$ cat src/hopt_pkg.sv
// ----------------------------------------------------------------------------
// hopt_pkg
// shared constants and types of the hashed object pairing table
// ----------------------------------------------------------------------------
`default_nettype none
package hopt_pkg;
    localparam int Capacity = 64;
    localparam int IdxW = $clog2(Capacity);
    localparam int CntW = $clog2(Capacity + 1);
    localparam int QDepth = 2;

    localparam logic [1:0] RegMaxEntries = 2'd0;
    localparam logic [1:0] RegHashBase = 2'd1;
    localparam logic [1:0] RegHashModulus = 2'd2;

    typedef struct packed {
        logic [15:0] x;
        logic [15:0] y;
        logic [15:0] z;
        logic [7:0]  cls;
        logic [31:0] stamp;
    } obj_t;

    // classified item: object and its key
    typedef struct packed {
        logic [15:0] key;
        obj_t        obj;
    } item_t;

    typedef struct packed {
        logic [15:0] key;
        obj_t        obj;
    } result_t;
endpackage
`default_nettype wire

$ cat src/hopt_queue.sv
// ----------------------------------------------------------------------------
// hopt_queue
// short fifo of keyed items between classifier and table engine
// ----------------------------------------------------------------------------
`default_nettype none
module hopt_queue
(
    input  wire logic             clk,
    input  wire logic             rst_n,
    input  wire logic             wr_valid,
    output logic                  wr_ready,
    input  wire hopt_pkg::item_t  wr_item,
    output logic                  rd_valid,
    input  wire logic             rd_ready,
    output hopt_pkg::item_t       rd_item
);
    localparam int PtrW = $clog2(hopt_pkg::QDepth);

    hopt_pkg::item_t   mem [hopt_pkg::QDepth];
    logic [PtrW-1:0]   wp_reg, rp_reg;
    logic [PtrW:0]     cnt_reg;
    logic              do_wr, do_rd;

    assign wr_ready = (cnt_reg != (PtrW+1)'(hopt_pkg::QDepth));
    assign rd_valid = (cnt_reg != '0);
    assign do_wr = wr_valid && wr_ready;
    assign do_rd = rd_valid && rd_ready;
    assign rd_item = mem[rp_reg];

    always_ff @(posedge clk)
    begin
        if (do_wr)
            mem[wp_reg] <= wr_item;
    end

    always_ff @(posedge clk or negedge rst_n)
    begin
        if (!rst_n)
        begin
            wp_reg <= '0;
            rp_reg <= '0;
            cnt_reg <= '0;
        end
        else
        begin
            if (do_wr)
                wp_reg <= (wp_reg == PtrW'(hopt_pkg::QDepth - 1)) ? '0 : wp_reg + 1'b1;
            if (do_rd)
                rp_reg <= (rp_reg == PtrW'(hopt_pkg::QDepth - 1)) ? '0 : rp_reg + 1'b1;
            if (do_wr && !do_rd)
                cnt_reg <= cnt_reg + 1'b1;
            else if (do_rd && !do_wr)
                cnt_reg <= cnt_reg - 1'b1;
        end
    end
endmodule
`default_nettype wire

$ cat config.mk
export PLATFORM = sky130hd
export DESIGN_NAME = hopt_queue
export DESIGN_NICKNAME = d
export VERILOG_FILES = /design/src/hopt_pkg.sv /design/src/hopt_queue.sv
export SDC_FILE = /design/constraint.sdc
export NUM_CORES = 1
export LEC_CHECK = 0
export BUFFER_PORTS_ARGS = -buffer_cell sky130_fd_sc_hd__buf_2
export CORE_UTILIZATION = 52
export DETAILED_ROUTE_END_ITERATION = 8
export GPL_TIMING_DRIVEN = 0
export PLACE_DENSITY = 0.86
export SKIP_CTS_REPAIR_TIMING = 1
export SYNTH_ARGS = -nofsm -noshare
export SYNTH_HDL_FRONTEND = slang
export SYNTH_SLANG_ARGS = --single-unit
$ cat constraint.sdc
create_clock -name clk -period 6 [get_ports clk]
set_input_delay 0.6 -clock clk [delete_from_list [all_inputs] [get_ports clk]]
set_output_delay 0.6 -clock clk [all_outputs]
set_load 0.01 [all_outputs]
Yosys cells after proc, flatten, opt, wreduce, memory -nomap -nowiden
Memory sizes are Yosys's and may differ from the RTL's.
Cells that the tools add are included.

word-level totals
  logic and storage cells = 23
  memories kept = 1
  output and inout port bits = 106
  bits in writable memories = 208
  flip-flop bits (word level) = 4

operators by class
  add/sub/neg operators = 4
  reduce and logical (&&, ||, !) cells = 8
  equal/unequal tests = 1
  muxes and demuxes = 6

memories
  memory  words  bits a word  rd ports  clocked after Yosys merged registers in  wr ports  line              text
  mem     2      104          1         0                                        1         hopt_queue.sv:19  hopt_pkg::item_t mem [hopt_pkg::QDepth];

operator list
  operator                                                            count
  1-bit logical AND                                                   4
  1-bit two-way mux                                                   4
  2-bit two-way mux                                                   2
  2-bit nonzero test                                                  2
  1-bit adder, second input constant                                  2
  2-bit by 1-bit adder with 2-bit output, second input constant       1
  1-bit zero test                                                     2
  2-bit inequality test, second input constant                        1
  2-bit by 1-bit subtractor with 2-bit output, second input constant  1

Longest topological paths before layout
  depth after elaboration = 6
  gate-level depth with buffers = 7
  gate-level depth less buffers = 7

Worst setup path before layout
OpenSTA, ideal clock, no wires.

  path kind = register -> register
  start = reg cnt_reg[0]
  end = mem mem[0][0] (netlist name) (enable)
  data arrival time = 5.027 ns
  setup slack = 0.405 ns
  clock period less this slack = 5.595 ns
  setup time = 0.568 ns
  cell stages (with the launch flop) = 4
  path buffers = 0
  path through = dfrtp_1 nand2b_1 nand2_1 nor2_1

on the way
  cells in the longest elaborated chain, start to end = 4

ends and longest elaborated chain
  item                                     line              text
  from (decl)                              hopt_queue.sv:21  logic [PtrW:0] cnt_reg;
  from (signal assigned)                   hopt_queue.sv:51  cnt_reg <= cnt_reg + 1'b1;
  from (signal assigned)                   hopt_queue.sv:53  cnt_reg <= cnt_reg - 1'b1;
  2-bit inequality test                    hopt_queue.sv:24  assign wr_ready = (cnt_reg != (PtrW+1)'(hopt_pkg::QDepth));
  via wr_ready                             hopt_queue.sv:11  output logic wr_ready,
  1-bit logical AND                        hopt_queue.sv:26  assign do_wr = wr_valid && wr_ready;
  1-bit two-way mux                        hopt_queue.sv:32  if (do_wr)
  1-bit two-way mux (not written as such)  hopt_queue.sv:33  mem[wp_reg] <= wr_item;
  to (decl)                                hopt_queue.sv:19

The timed path passes the listed nets, and every way through them passes these cells.

==> results.tsv <==
stage	metric	value	unit
run_status	status	complete, but fails checks	
run_status	failed_checks	DRC	
yosys	yosysUniqueCellTypes	17	
flow_run	cap_violations	0	
yosys	synth-simple-area-share	0.00425	
floorplanning	num_rows	44	
critical_path	r2r_end	mem[0][47]$_DFFE_PP_	
pwr	power_switching_share	0.271	
pwr	power.total	5.16	mW
cts	cts_tree	done	
cts	worstSkewPairLatency	490	ps
placement	pre_cts_ws	3750	ps
detailed_routing	remaining_drc_errors	14	
pwr	p_per_area	509	nW/um2
cts	clk_pin_slew	60	ps
grt	overflow	0	
yosys	synthMuxAreaShare	0.171	
yosys	synth_fp_nets	451	
yosys	synthXorXnorAreaFrac	0.00551	
detailed_routing	vias_per_cell	5.08	
cells_and_area	synthToLayoutAreaGrowth	27.6	%
placement	place_area	9350	um2
floorplanning	io_pins	214	
detailed_routing	wl_per_cell	17.8	um
critical_path	crit-reg2reg-launch	cnt_reg[0]$_DFFE_PN0P_	
cells_and_area	insertedDiodeCount	0	
yosys	syn_area	7950	um2
yosys	seq_area_frac_synth	0.798	
yosys	yosysWarnings	0	
critical_path	cp_data_required_time	5400	ps
detailed_routing	drt_iter0_markers	250	
yosys	yosysTopAreaCell	edfxtp_1	
placement	gp_congestion	0.710	
sta	worst_slack	3650	ps
critical_path	path_max_fanout	10	
min_path	hold_start	wr_item[22]	
critical_path	critPathKind	flip-flop to primary output	
yosys	yosysTopAreaCellShare	0.786	
yosys	synth_top_family_by_area	multiplexers	
critical_path	critPathArrivalTime	1750	ps
pwr	internal-power	3.77	mW
pwr	pwr-share-comb	0.312	
critical_path	worstSetupEndpointType	primary output	
critical_path	startpoint_type	flip-flop	
detailed_routing	dr.pass1.iters	7	
sta	hold_viol	0	
pwr	p_clk_frac	0.279	
sta	relSlewSlack	0.503	
yosys	synthCells	342	
yosys	synth-seq-cells	212	
yosys	synth_area_leaders	edfxtp_1 (79%), mux2_4 (9.4%), mux2_2 (7.6%), buf_12 (1.3%), dfrtp_1 (1.3%)	
sta	fin_crit_sh	0.391	
grt	grt_first_pass_wirelength	21700	um
cells_and_area	final_area	10100	um2
sta	clock_skew	7.40	ps
cts	clockRootBuffer	clkbuf_16	
pwr	p_sw	1.40	mW
yosys	avgSynthCellArea	23.2	um2
yosys	synth_adder_area_share	0.00157	
grt	grt_max_degree	54	
cts	cts_buffers	22	
placement	port_buffers	213	
pwr	vdd_drop_max	0.390	mV
cells_and_area	largest_register_ff_count	208	
detailed_routing	routed_wl	14000	um
detailed_routing	vias	3986	
pwr	seqPwrFrac	0.408	
sta	tightest_slew	745	ps
sta	grt_setup_unrepaired	no	
cells_and_area	finish.utilization	0.690	
floorplanning	die_h	126	um
cts	clk_path_buf_depth	3	
grt	antenna_found_initial	1	
cts	numClockSinks	212	
cells_and_area	drive_gt1_frac	0.610	
detailed_routing	ant_nets	0	
cells_and_area	nets	693	
min_path	hold_path_class	input port to flip-flop	
sta	timing.fmax	0.426	GHz
critical_path	r2r_setup_slack	3850	ps
yosys	synth-compound-area-share	0	
grt	grt_pass1_vias	4385	
floorplanning	design.die.area	15800	um2
floorplanning	initial_core_util	0.541	
floorplanning	coreArea	14700	um2
placement	dpl.hpwl	9500	um
sta	setup_viol	0	
cts	htree_levels	1	
floorplanning	die_x	126	um
grt	grtUsageTotal	0.177	
critical_path	crit_end	rd_item[35]	
pwr	p_leak	3.99	nW
critical_path	critical_path.startpoint	rp_reg$_DFFE_PN0P_	
sta	final_max_slew_viol_count	0	
critical_path	rr_worst_depth	5	
sta	period_needed	2350	ps
[worst max-delay path, stage by stage (launching register included)]
cell and delay, ps:
dfrtp_1 370, buf_6 130, buf_8 150, buf_12 160, mux2_4 290, buf_2 150
[per-stage QoR]
stage                     setup TNS [ps]  hold slack [ps]  cells
final                                  0              297    784
after global routing                   0              279    784
after CTS                              0             -110    783
after detailed placement               0              409    743
after global placement           -166630              403    739
after floorplan                        0              304    342
[power by group through the flow]
stage	Combinational (mW)	Clock, mW	Sequential (mW)
after floorplan	1.07	0	2.16
after global placement	1.54	0	2.19
after detailed placement	1.63	0	2.14
after CTS	1.64	1.48	2.11
after global routing	1.72	1.53	2.14
final	1.61	1.44	2.11
[metal layers]
layer | wire length [um] | GRT usage | vias to the layer above
li1 | - | - | 1848
met1 | 5210 | 0.195 | 1968
met2 | 7440 | 0.330 | 146
met3 | 1080 | 0.0514 | 22
met4 | 237 | 0.0538 | 2
met5 | 13 | 0 | -
[layout by cell type (no fill, tap or decap), drive strengths merged]
cell type and n:
buf 229, edfxtp 208, mux2 104, clkbuf 31, bufinv 5, dfrtp 4
clkinv 4, xnor2 3, nand2 2, xor2 2, nor2 2, nand2b 1
inv 1, or2 1, and3 1, ha 1, dlygate4sd3 1
[cell usage after synthesis (all sizes together)]
cell type  instances
edfxtp           208
mux2             104
buf               12
dfrtp              4
xnor2              3
nand2              2
nor2               2
xor2               2
and3               1
ha                 1
inv                1
nand2b             1
or2                1
[worst min-delay path by stage]
stage / slack, ps / depth (start not counted) / to
5_1_grt: 280 / 1 / mem[0][65]$_DFFE_PP_
6_report: 300 / 1 / mem[1][22]$_DFFE_PP_
2_1_floorplan: 300 / 0 / cnt_reg[0]$_DFFE_PN0P_
3_5_place_dp: 410 / 1 / wp_reg$_DFFE_PN0P_
3_3_place_gp: 400 / 1 / wp_reg$_DFFE_PN0P_
4_1_cts: -110 / 1 / cnt_reg[0]$_DFFE_PN0P_
[kinds of logic (layout without fill, tap and decap cells)]
logic type                 Yosys count  after routing
DFF                                212            212
muxes                              104            104
buffers and inverters               13            271
and+or+nand+nor                      7              7
xor gates and xnor gates             5              5
adders and majority gates            1              1
[layout make-up]
cell class | count | area (um2)
Buffer | 12 | 151
Clock buffer | 31 | 616
Clock inverter | 9 | 166
Fill cell | 930 | 4550
Inverter | 1 | 3.75
Multi-Input combinational cell | 117 | 1460
Sequential cell | 212 | 6350
Tap cell | 184 | 230
Timing Repair Buffer | 218 | 1170
Note: power is estimated with default switching activity, not from simulation.
