## config.mk

```make
export PLATFORM = sky130hd
export DESIGN_NAME = hopt_front
export DESIGN_NICKNAME = d
export VERILOG_FILES = /design/src/hopt_pkg.sv /design/src/hopt_front.sv
export SDC_FILE = /design/constraint.sdc
export NUM_CORES = 2
export LEC_CHECK = 0
export ABC_AREA = 1
export BUFFER_PORTS_ARGS = -buffer_cell sky130_fd_sc_hd__buf_2
export CAP_MARGIN = 25
export CORE_MARGIN = 4
export CORE_UTILIZATION = 36
export DETAILED_ROUTE_END_ITERATION = 10
export GPL_ROUTABILITY_DRIVEN = 0
export GPL_TIMING_DRIVEN = 1
export PLACE_DENSITY = 0.49
export SYNTH_ARGS = -nofsm -noshare
export SYNTH_HDL_FRONTEND = slang
export SYNTH_SLANG_ARGS = --single-unit
```

## constraint.sdc

```tcl
create_clock -name clk -period 14.1 [get_ports clk]
set_input_delay 1.41 -clock clk [delete_from_list [all_inputs] [get_ports clk]]
set_output_delay 1.41 -clock clk [all_outputs]
set_load 0.01 [all_outputs]
```

## src/hopt_pkg.sv

```systemverilog
// ----------------------------------------------------------------------------
// hopt_pkg
// shared constants and types of the hashed object pairing table
// ----------------------------------------------------------------------------
`default_nettype none
package hopt_pkg;
    localparam int Capacity = 64;
    localparam int IdxW = $clog2(Capacity);
    localparam int CntW = $clog2(Capacity + 1);
    localparam int QDepth = 2;

    localparam logic [1:0] RegMaxEntries = 2'd0;
    localparam logic [1:0] RegHashBase = 2'd1;
    localparam logic [1:0] RegHashModulus = 2'd2;

    typedef struct packed {
        logic [15:0] x;
        logic [15:0] y;
        logic [15:0] z;
        logic [7:0]  cls;
        logic [31:0] stamp;
    } obj_t;

    // classified item: object and its key
    typedef struct packed {
        logic [15:0] key;
        obj_t        obj;
    } item_t;

    typedef struct packed {
        logic [15:0] key;
        obj_t        obj;
    } result_t;
endpackage
`default_nettype wire

```

## src/hopt_front.sv

```systemverilog
// ----------------------------------------------------------------------------
// hopt_front
// accepts objects, computes the hash key with a shared multiplier and a
// restoring divider, and hands keyed items to the queue
// ----------------------------------------------------------------------------
`default_nettype none
module hopt_front
(
    input  wire logic                  clk,
    input  wire logic                  rst_n,
    input  wire logic                  in_valid,
    output logic                       in_ready,
    input  wire hopt_pkg::obj_t        in_obj,
    input  wire logic [15:0]           hash_base,
    input  wire logic [15:0]           hash_modulus,
    output logic                       out_valid,
    input  wire logic                  out_ready,
    output hopt_pkg::item_t            out_item
);
    localparam logic [3:0] StIdle = 4'd0;
    localparam logic [3:0] StA2   = 4'd1;
    localparam logic [3:0] StA3   = 4'd2;
    localparam logic [3:0] StMx   = 4'd3;
    localparam logic [3:0] StMy   = 4'd4;
    localparam logic [3:0] StMz   = 4'd5;
    localparam logic [3:0] StDiv  = 4'd6;
    localparam logic [3:0] StOut  = 4'd7;

    logic [3:0]      state_reg, state_next;
    hopt_pkg::obj_t  obj_reg, obj_next;
    logic [31:0]     a2_reg, a2_next, a3_reg, a3_next;
    logic [31:0]     sum_reg, sum_next;
    logic [31:0]     rem_reg, rem_next;
    logic [4:0]      bit_reg, bit_next;
    logic [15:0]     key_reg, key_next;
    logic [31:0]     mul_a, mul_b, mul_p;
    logic [32:0]     trial;

    assign mul_p = 32'(64'(mul_a) * 64'(mul_b));
    assign trial = {rem_reg, sum_reg[bit_reg]} - 33'(hash_modulus);

    always_comb
    begin
        mul_a = 32'(hash_base);
        mul_b = 32'(hash_base);
        unique case (state_reg)
            StA3:    begin mul_a = a2_reg; mul_b = 32'(hash_base); end
            StMx:    begin mul_a = 32'(obj_reg.x); mul_b = a3_reg; end
            StMy:    begin mul_a = 32'(obj_reg.y); mul_b = a2_reg; end
            StMz:    begin mul_a = 32'(obj_reg.z); mul_b = 32'(hash_base); end
            default: begin mul_a = 32'(hash_base); mul_b = 32'(hash_base); end
        endcase
    end

    always_comb
    begin
        state_next = state_reg;
        obj_next = obj_reg;
        a2_next = a2_reg;
        a3_next = a3_reg;
        sum_next = sum_reg;
        rem_next = rem_reg;
        bit_next = bit_reg;
        key_next = key_reg;
        unique case (state_reg)
            StIdle:
            begin
                if (in_valid)
                begin
                    obj_next = in_obj;
                    state_next = StA2;
                end
            end
            StA2:
            begin
                a2_next = mul_p;
                state_next = StA3;
            end
            StA3:
            begin
                a3_next = mul_p;
                sum_next = 32'(obj_reg.cls);
                state_next = StMx;
            end
            StMx:
            begin
                sum_next = sum_reg + mul_p;
                state_next = StMy;
            end
            StMy:
            begin
                sum_next = sum_reg + mul_p;
                state_next = StMz;
            end
            StMz:
            begin
                sum_next = sum_reg + mul_p;
                rem_next = '0;
                bit_next = 5'd31;
                state_next = StDiv;
            end
            StDiv:
            begin
                // one quotient bit a cycle, remainder kept below the modulus
                if (hash_modulus == 16'd0)
                begin
                    key_next = sum_reg[15:0];
                    state_next = StOut;
                end
                else
                begin
                    if (!trial[32])
                        rem_next = trial[31:0];
                    else
                        rem_next = {rem_reg[30:0], sum_reg[bit_reg]};
                    if (bit_reg == 5'd0)
                    begin
                        key_next = !trial[32] ? trial[15:0]
                                              : {rem_reg[14:0], sum_reg[0]};
                        state_next = StOut;
                    end
                    else
                        bit_next = bit_reg - 5'd1;
                end
            end
            StOut:
            begin
                if (out_ready)
                    state_next = StIdle;
            end
            default: state_next = StIdle;
        endcase
    end

    always_ff @(posedge clk or negedge rst_n)
    begin
        if (!rst_n)
            state_reg <= StIdle;
        else
            state_reg <= state_next;
    end

    always_ff @(posedge clk)
    begin
        obj_reg <= obj_next;
        a2_reg <= a2_next;
        a3_reg <= a3_next;
        sum_reg <= sum_next;
        rem_reg <= rem_next;
        bit_reg <= bit_next;
        key_reg <= key_next;
    end

    assign in_ready = (state_reg == StIdle);
    assign out_valid = (state_reg == StOut);
    assign out_item.key = key_reg;
    assign out_item.obj = obj_reg;
endmodule
`default_nettype wire

```

### Word-level counts from Yosys, hierarchy flattened

Index checks and enable logic that the tools add are counted.
Widths: inputs -> output; s select.

| storage, ports and cells | value |
|---|---|
| register bits | 241 |
| input port bits | 124 |
| output and inout port bits | 106 |
| logic and storage cells | 60 |

| cells by class | value |
|---|---|
| add/sub/neg operators | 3 |
| $mul | 1 |
| order comparisons | 1 |
| eq/ne operators | 12 |
| mux-type cells | 19 |
| reduce and logical (&&, ||, !) cells | 12 |

Operators with widths:

| kind | number |
|---|---|
| $pmux 32 s2 | 3 |
| $pmux 32 s4 | 1 |
| $mux 32 | 2 |
| $mux 16 | 3 |
| $sub 33x16->33 | 1 |
| $add 32x32->32 | 1 |
| $mul 32x32->32 | 1 |
| $pmux 4 s8 | 1 |
| $eq 4x3->1 const B | 4 |
| $logic_not 16->1 | 1 |
| $mux 4 | 4 |
| $mux 5 | 2 |
| $pmux 5 s2 | 1 |
| $eq 4x2->1 const B | 2 |
| $lt 5x6->1 const B | 1 |
| $ne 2x2->1 const B | 3 |
| $reduce_and 2->1 | 3 |
| $reduce_and 3->1 | 2 |
| $reduce_bool 2->1 | 3 |
| $bmux 1 s5 | 1 |
| $logic_not 5->1 | 1 |
| $sub 5x1->5 const B | 1 |
| $eq 4x1->1 const B | 1 |
| $logic_not 4->1 | 1 |
| other kinds (4) | 4 |

### Depth between registers and ports, before layout

| logic depth | value |
|---|---|
| depth in word-level cells | 6 |
| gate-level depth with buffers | 50 |
| mapped depth without buffers | 48 |

### Worst setup path before layout

Ideal clock, no wire load.

| timing path | value |
|---|---|
| path type | register to register |
| start | reg state_reg[1] |
| end | reg sum_reg[31] (data pin) |
| setup time | 0.269 ns |
| arrival time | 8.948 ns |
| data required time | 13.831 ns |
| path slack | 4.883 ns |
| cell stages (with the launch flop) | 48 |
| path buffers | 3 |
| period minus slack after synthesis | 9.217 ns |
| path through | dfrtp_1 -> inv_1 -> ha_1 -> buf_2 -> o21ai_2 -> nand2_4 -> inv_2 -> buf_6 -> nand2_1 -> nand2_1 -> clkbuf_1 -> nor2_1 -> fa_1 -> inv_1 -> fa_1 -> fa_1 -> inv_1 -> fa_1 -> [... 12 more ...] -> a21boi_0 -> o21ai_0 -> a21boi_0 -> o21bai_1 -> a21boi_0 -> o21ai_0 -> xor2_1 -> ha_1 -> nand2_1 -> nor2_1 -> nand2_1 -> o211ai_1 -> nand2_1 -> nand3_1 -> xor2_1 -> inv_1 -> nand2_1 -> a21oi_1 |

| between the ends | value |
|---|---|
| cells in the longest elaborated chain, start to end | 5 |
| elaborated cells on any way between the ends | 10 |
| those cells by class | 1 x add/sub; 1 x mul; 4 x eq/ne; 3 x mux; 1 x reduce/logical |

Ends and longest elaborated chain:

| item | RTL line | RTL |
|---|---|---|
| start: declaration | hopt_front.sv:29 | `logic [3:0] state_reg, state_next;` |
| start signal: assignment | hopt_front.sv:138 | `state_reg <= StIdle;` |
| start signal: assignment | hopt_front.sv:140 | `state_reg <= state_next;` |
| $eq 4x3->1 / $eq 4x2->1 (equally long branches) | hopt_front.sv:46 | `unique case (state_reg)` |
| $pmux 32 s4 / $pmux 32 s2 (equally long branches) | hopt_front.sv:46 |  |
| $mul 32x32->32 (*) | hopt_front.sv:39 | `assign mul_p = 32'(64'(mul_a) * 64'(mul_b));` |
| via mul_p[26] | hopt_front.sv:36 | `logic [31:0] mul_a, mul_b, mul_p;` |
| $add 32x32->32 (*) | hopt_front.sv:87, hopt_front.sv:92, hopt_front.sv:97 |  |
| $pmux 32 s2 (*) | hopt_front.sv:65 | `unique case (state_reg)` |
| end signal: assignment | hopt_front.sv:148 | `sum_reg <= sum_next;` |
| end: declaration | hopt_front.sv:32 | `logic [31:0] sum_reg, sum_next;` |

The timed path passes the listed nets; every way through them passes the cells marked *.
A chain may end at the register's enable or synchronous reset.

### Worst setup path after layout

| timing path | value |
|---|---|
| start | reg state_reg[0] |
| end | reg sum_reg[31] (data pin) |

The elaborated chain is that of the path after synthesis.

==> summary.md <==
| Metric | Value |
|---|---|
| Status | `finished clean` |
| H-Tree Depth | `1` |
| Synthesized area | `between 20000 and 30000 um^2` |
| Cts repair resizes | `0` |
| Initial antenna violation count | `2` |
| Final #Nets | `4257` |
| Clock skew | `between 0.02 and 0.025 ns` |
| Post-layout min period | `11.25 ns` |
| Grt ovf | `0` |
| RSZ-0062 raised after global routing | `no` |
| Period utilization | `between 70 and 80%` |
| Max Root-Sink Buffers | `3` |
| Sequential share of the synthesized area | `around 25%` |
| Critical Path RT | `between 10 and 15 ns` |
| Router iterations before antenna repair | `5` |
| First-pass GRT wire length | `147000 um` |
| Die ar. | `about 84000 um^2` |
| Max Freq | `between 80 and 90 MHz` |
| Detailed placer's ending HPWL | `77800 um` |
| Final wirelength | `between 90000 and 100000 um` |
| Post-CTS Setup Repair Bufs | `0` |
| Tightest Pin Transition | `between 1 and 1.5 ns` |
| Routed wire length per instance | `20.9 um` |
| Largest net degree at the start of global routing | `between 60 and 70` |
| GRT Util Overall | `a little under a quarter` |
| Share of cells above drive strength 1 | `approximately 10%` |
| Mapped Nets | `about 4100` |
| Crit path top cell by count | `nand2_1` |
| Relative slew slack | `between 20% and 30%` |
| CP max stage cell | `clkinv_1` |
| DRT antenna net count | `0` |
| Synth cell types | `55` |
| Final setup TNS | `0 ns` |
| CTS tree | `done` |
| Hold Crit Depth | `2` |
| Clk sink count | `240` |
| 1st-iter DRT viols | `between 1500 and 2000` |
| Vias post-DR | `22800` |
| Gate Count Post-Synth | `~3400` |
| Max cap viols | `0` |
| Num rows | `102` |
| Non-filler cells, final | `between 4000 and 5000` |
| Crit-path max FO | `18` |
| Placed cells | `about 4600` |
| Yosys reg bits | `240` |
| Final hold violations | `0` |
| Endpoint class of the critical path | `flop` |
| Worst R2R Path Depth | `44` |
| Area Overhead vs Synth | `11.2%` |
| Syn_area_per_cell | `~8.5 um^2` |
| Die Ht | `between 200 and 300 um` |
| Worst EP arrival | `roughly 12 ns` |
| # setup viols final | `0` |
| CTS Buf Count | `25` |
| Hold Path Class | `flop to flop` |
| Initial Utilization | `between 30% and 40%` |
| Die width | `289 um` |
| Pins Over Slew Limit | `0` |
| DRC errors left | `0` |
| Skew-Pair Late Insertion Delay | `around 0.55 ns` |
| Via/cell ratio | `around 5.0` |
| IO buf count | `229` |
| Core ar. | `slightly below 80000 um^2` |
| # hold bufs at CTS | `0` |
| Vias in the first global route | `23900` |
| YS warnings | `0` |
| Startpoint types | `flop` |
| Reg clk slew, reported paths | `around 0.07 ns` |
| Max stage delay on crit path | `~1.0 ns` |
| CTS root buf | `clkbuf_16` |
| I/O pins | `230` |
| WS Path Type | `flop to flop` |
| Max FFs per register | `a little under 90` |
==> placed cells by master (no fill, tap or decap), types with 31 or more instances in the layout <==
cell type and count:
nand2_1 746, inv_1 713, fa_1 410, nor2_1 367, edfxtp_1 237, buf_2 229, ha_1 176, nand3_1 126
a21oi_1 122, o21ai_0 102, xor2_1 31
==> metrics by stage <==
| stage | setup slack [ns] | utilization (%) | hold WS [ns] | instance area [um^2] |
|---|---|---|---|---|
| 2_1_floorplan | 4.88 | - | 0.550 | 28400 |
| 3_3_place_gp | 2.61 | 39.4 | 0.526 | 30700 |
| 3_5_place_dp | 2.44 | 39.4 | 0.537 | 30700 |
| 4_1_cts | 2.41 | 40.6 | 0.557 | 31600 |
| 5_1_grt | 2.03 | 40.6 | 0.606 | 31600 |
| 6_report | 2.85 | 40.6 | 0.546 | 31600 |
==> cell families after synthesis <==
| kind of cell | share of synthesized area [%] |
|---|---|
| and+or+nand+nor | 19.3 |
| buffers and inverters | 11.2 |
| adders and majority gates | 36.6 |
| AOI/OAI and AO/OA | 6.07 |
| DFF | 25.3 |
| xor gates and xnor gates | 1.57 |
==> cell type report <==
cell class	count	area, um^2
antenna	1	2.50
clock buffer	27	633
clock inverter	18	231
fill	8133	46200
inverter	735	2770
multi-input combinational	2288	18100
sequential	240	7190
tap	1040	1300
timing repair buffer	257	1410
==> cell usage after synthesis, drive strengths merged <==
| library cell | number | share of area (%) |
|---|---|---|
| nor3 | 23 | 0.40 |
| or4 | 1 | 0.026 |
| a31oi | 7 | 0.15 |
| a21o | 5 | 0.13 |
| o221a | 1 | 0.040 |
| xor2 | 31 | 0.95 |
| nand3b | 9 | 0.24 |
| clkinv | 13 | 0.18 |
| a21boi | 5 | 0.13 |
| o21a | 3 | 0.079 |
| o21bai | 5 | 0.13 |
| fa | 410 | 29 |
| nor3b | 3 | 0.079 |
| a21oi | 123 | 2.2 |
| nand2 | 755 | 10 |
| nor2 | 379 | 5.1 |
| o211ai | 4 | 0.11 |
| nand3 | 126 | 2.2 |
| dfrtp | 3 | 0.26 |
| clkbuf | 62 | 0.82 |
| o2111ai | 1 | 0.031 |
| o211a | 1 | 0.035 |
| a211oi | 3 | 0.079 |
| xnor2 | 20 | 0.62 |
| ha | 176 | 7.7 |
| nor4 | 5 | 0.11 |
| nand4 | 21 | 0.46 |
| buf | 30 | 0.66 |
| a211o | 1 | 0.031 |
| inv | 722 | 9.5 |
| a31o | 4 | 0.12 |
| or2 | 23 | 0.51 |
| o22ai | 19 | 0.53 |
| a2111oi | 1 | 0.031 |
| edfxtp | 237 | 25 |
| o221ai | 4 | 0.12 |
| o21ai | 118 | 2.1 |
| o31ai | 1 | 0.026 |
==> path summary, 6_finish.rpt <==
path	from	end	slack, ns
max in group asynchronous	rst_n	state_reg[1]$_DFFE_PN0P_	13.34
hold / removal	out_item[38]$_DFFE_PP_	sum_reg[6]$_DFFE_PP_	0.55
setup / recovery	state_reg[0]$_DFFE_PN0P_	sum_reg[31]$_SDFFCE_PP0P_	2.85
hold reg to reg	out_item[38]$_DFFE_PP_	sum_reg[6]$_DFFE_PP_	0.55
min in group asynchronous	rst_n	state_reg[2]$_DFFE_PN0P_	0.65
setup reg to reg	state_reg[0]$_DFFE_PN0P_	sum_reg[31]$_SDFFCE_PP0P_	2.85
==> worst max-delay path: cells and delay by family (launching register included) <==
kind | cells | cell delay [ns]
AO/OA/AOI/OAI | 11 | 2.70
AND/OR/NAND/NOR | 13 | 2.06
flip-flops | 1 | 0.38
adder cells (fa/ha/maj) | 11 | 4.21
buffers and inverters | 8 | 1.45
XOR/XNOR | 1 | 0.19
==> metal layers <==
metal	GRT usage, %	up-vias	wire, um
met5	0	-	13
met4	5.32	2	2480
met3	3.84	128	6410
met2	38.9	766	45400
met1	31.7	11200	42100
li1	-	10700	-
Power is not shown: default switching activity piles up to over one toggle a cycle in this logic, so the estimate is an artifact.
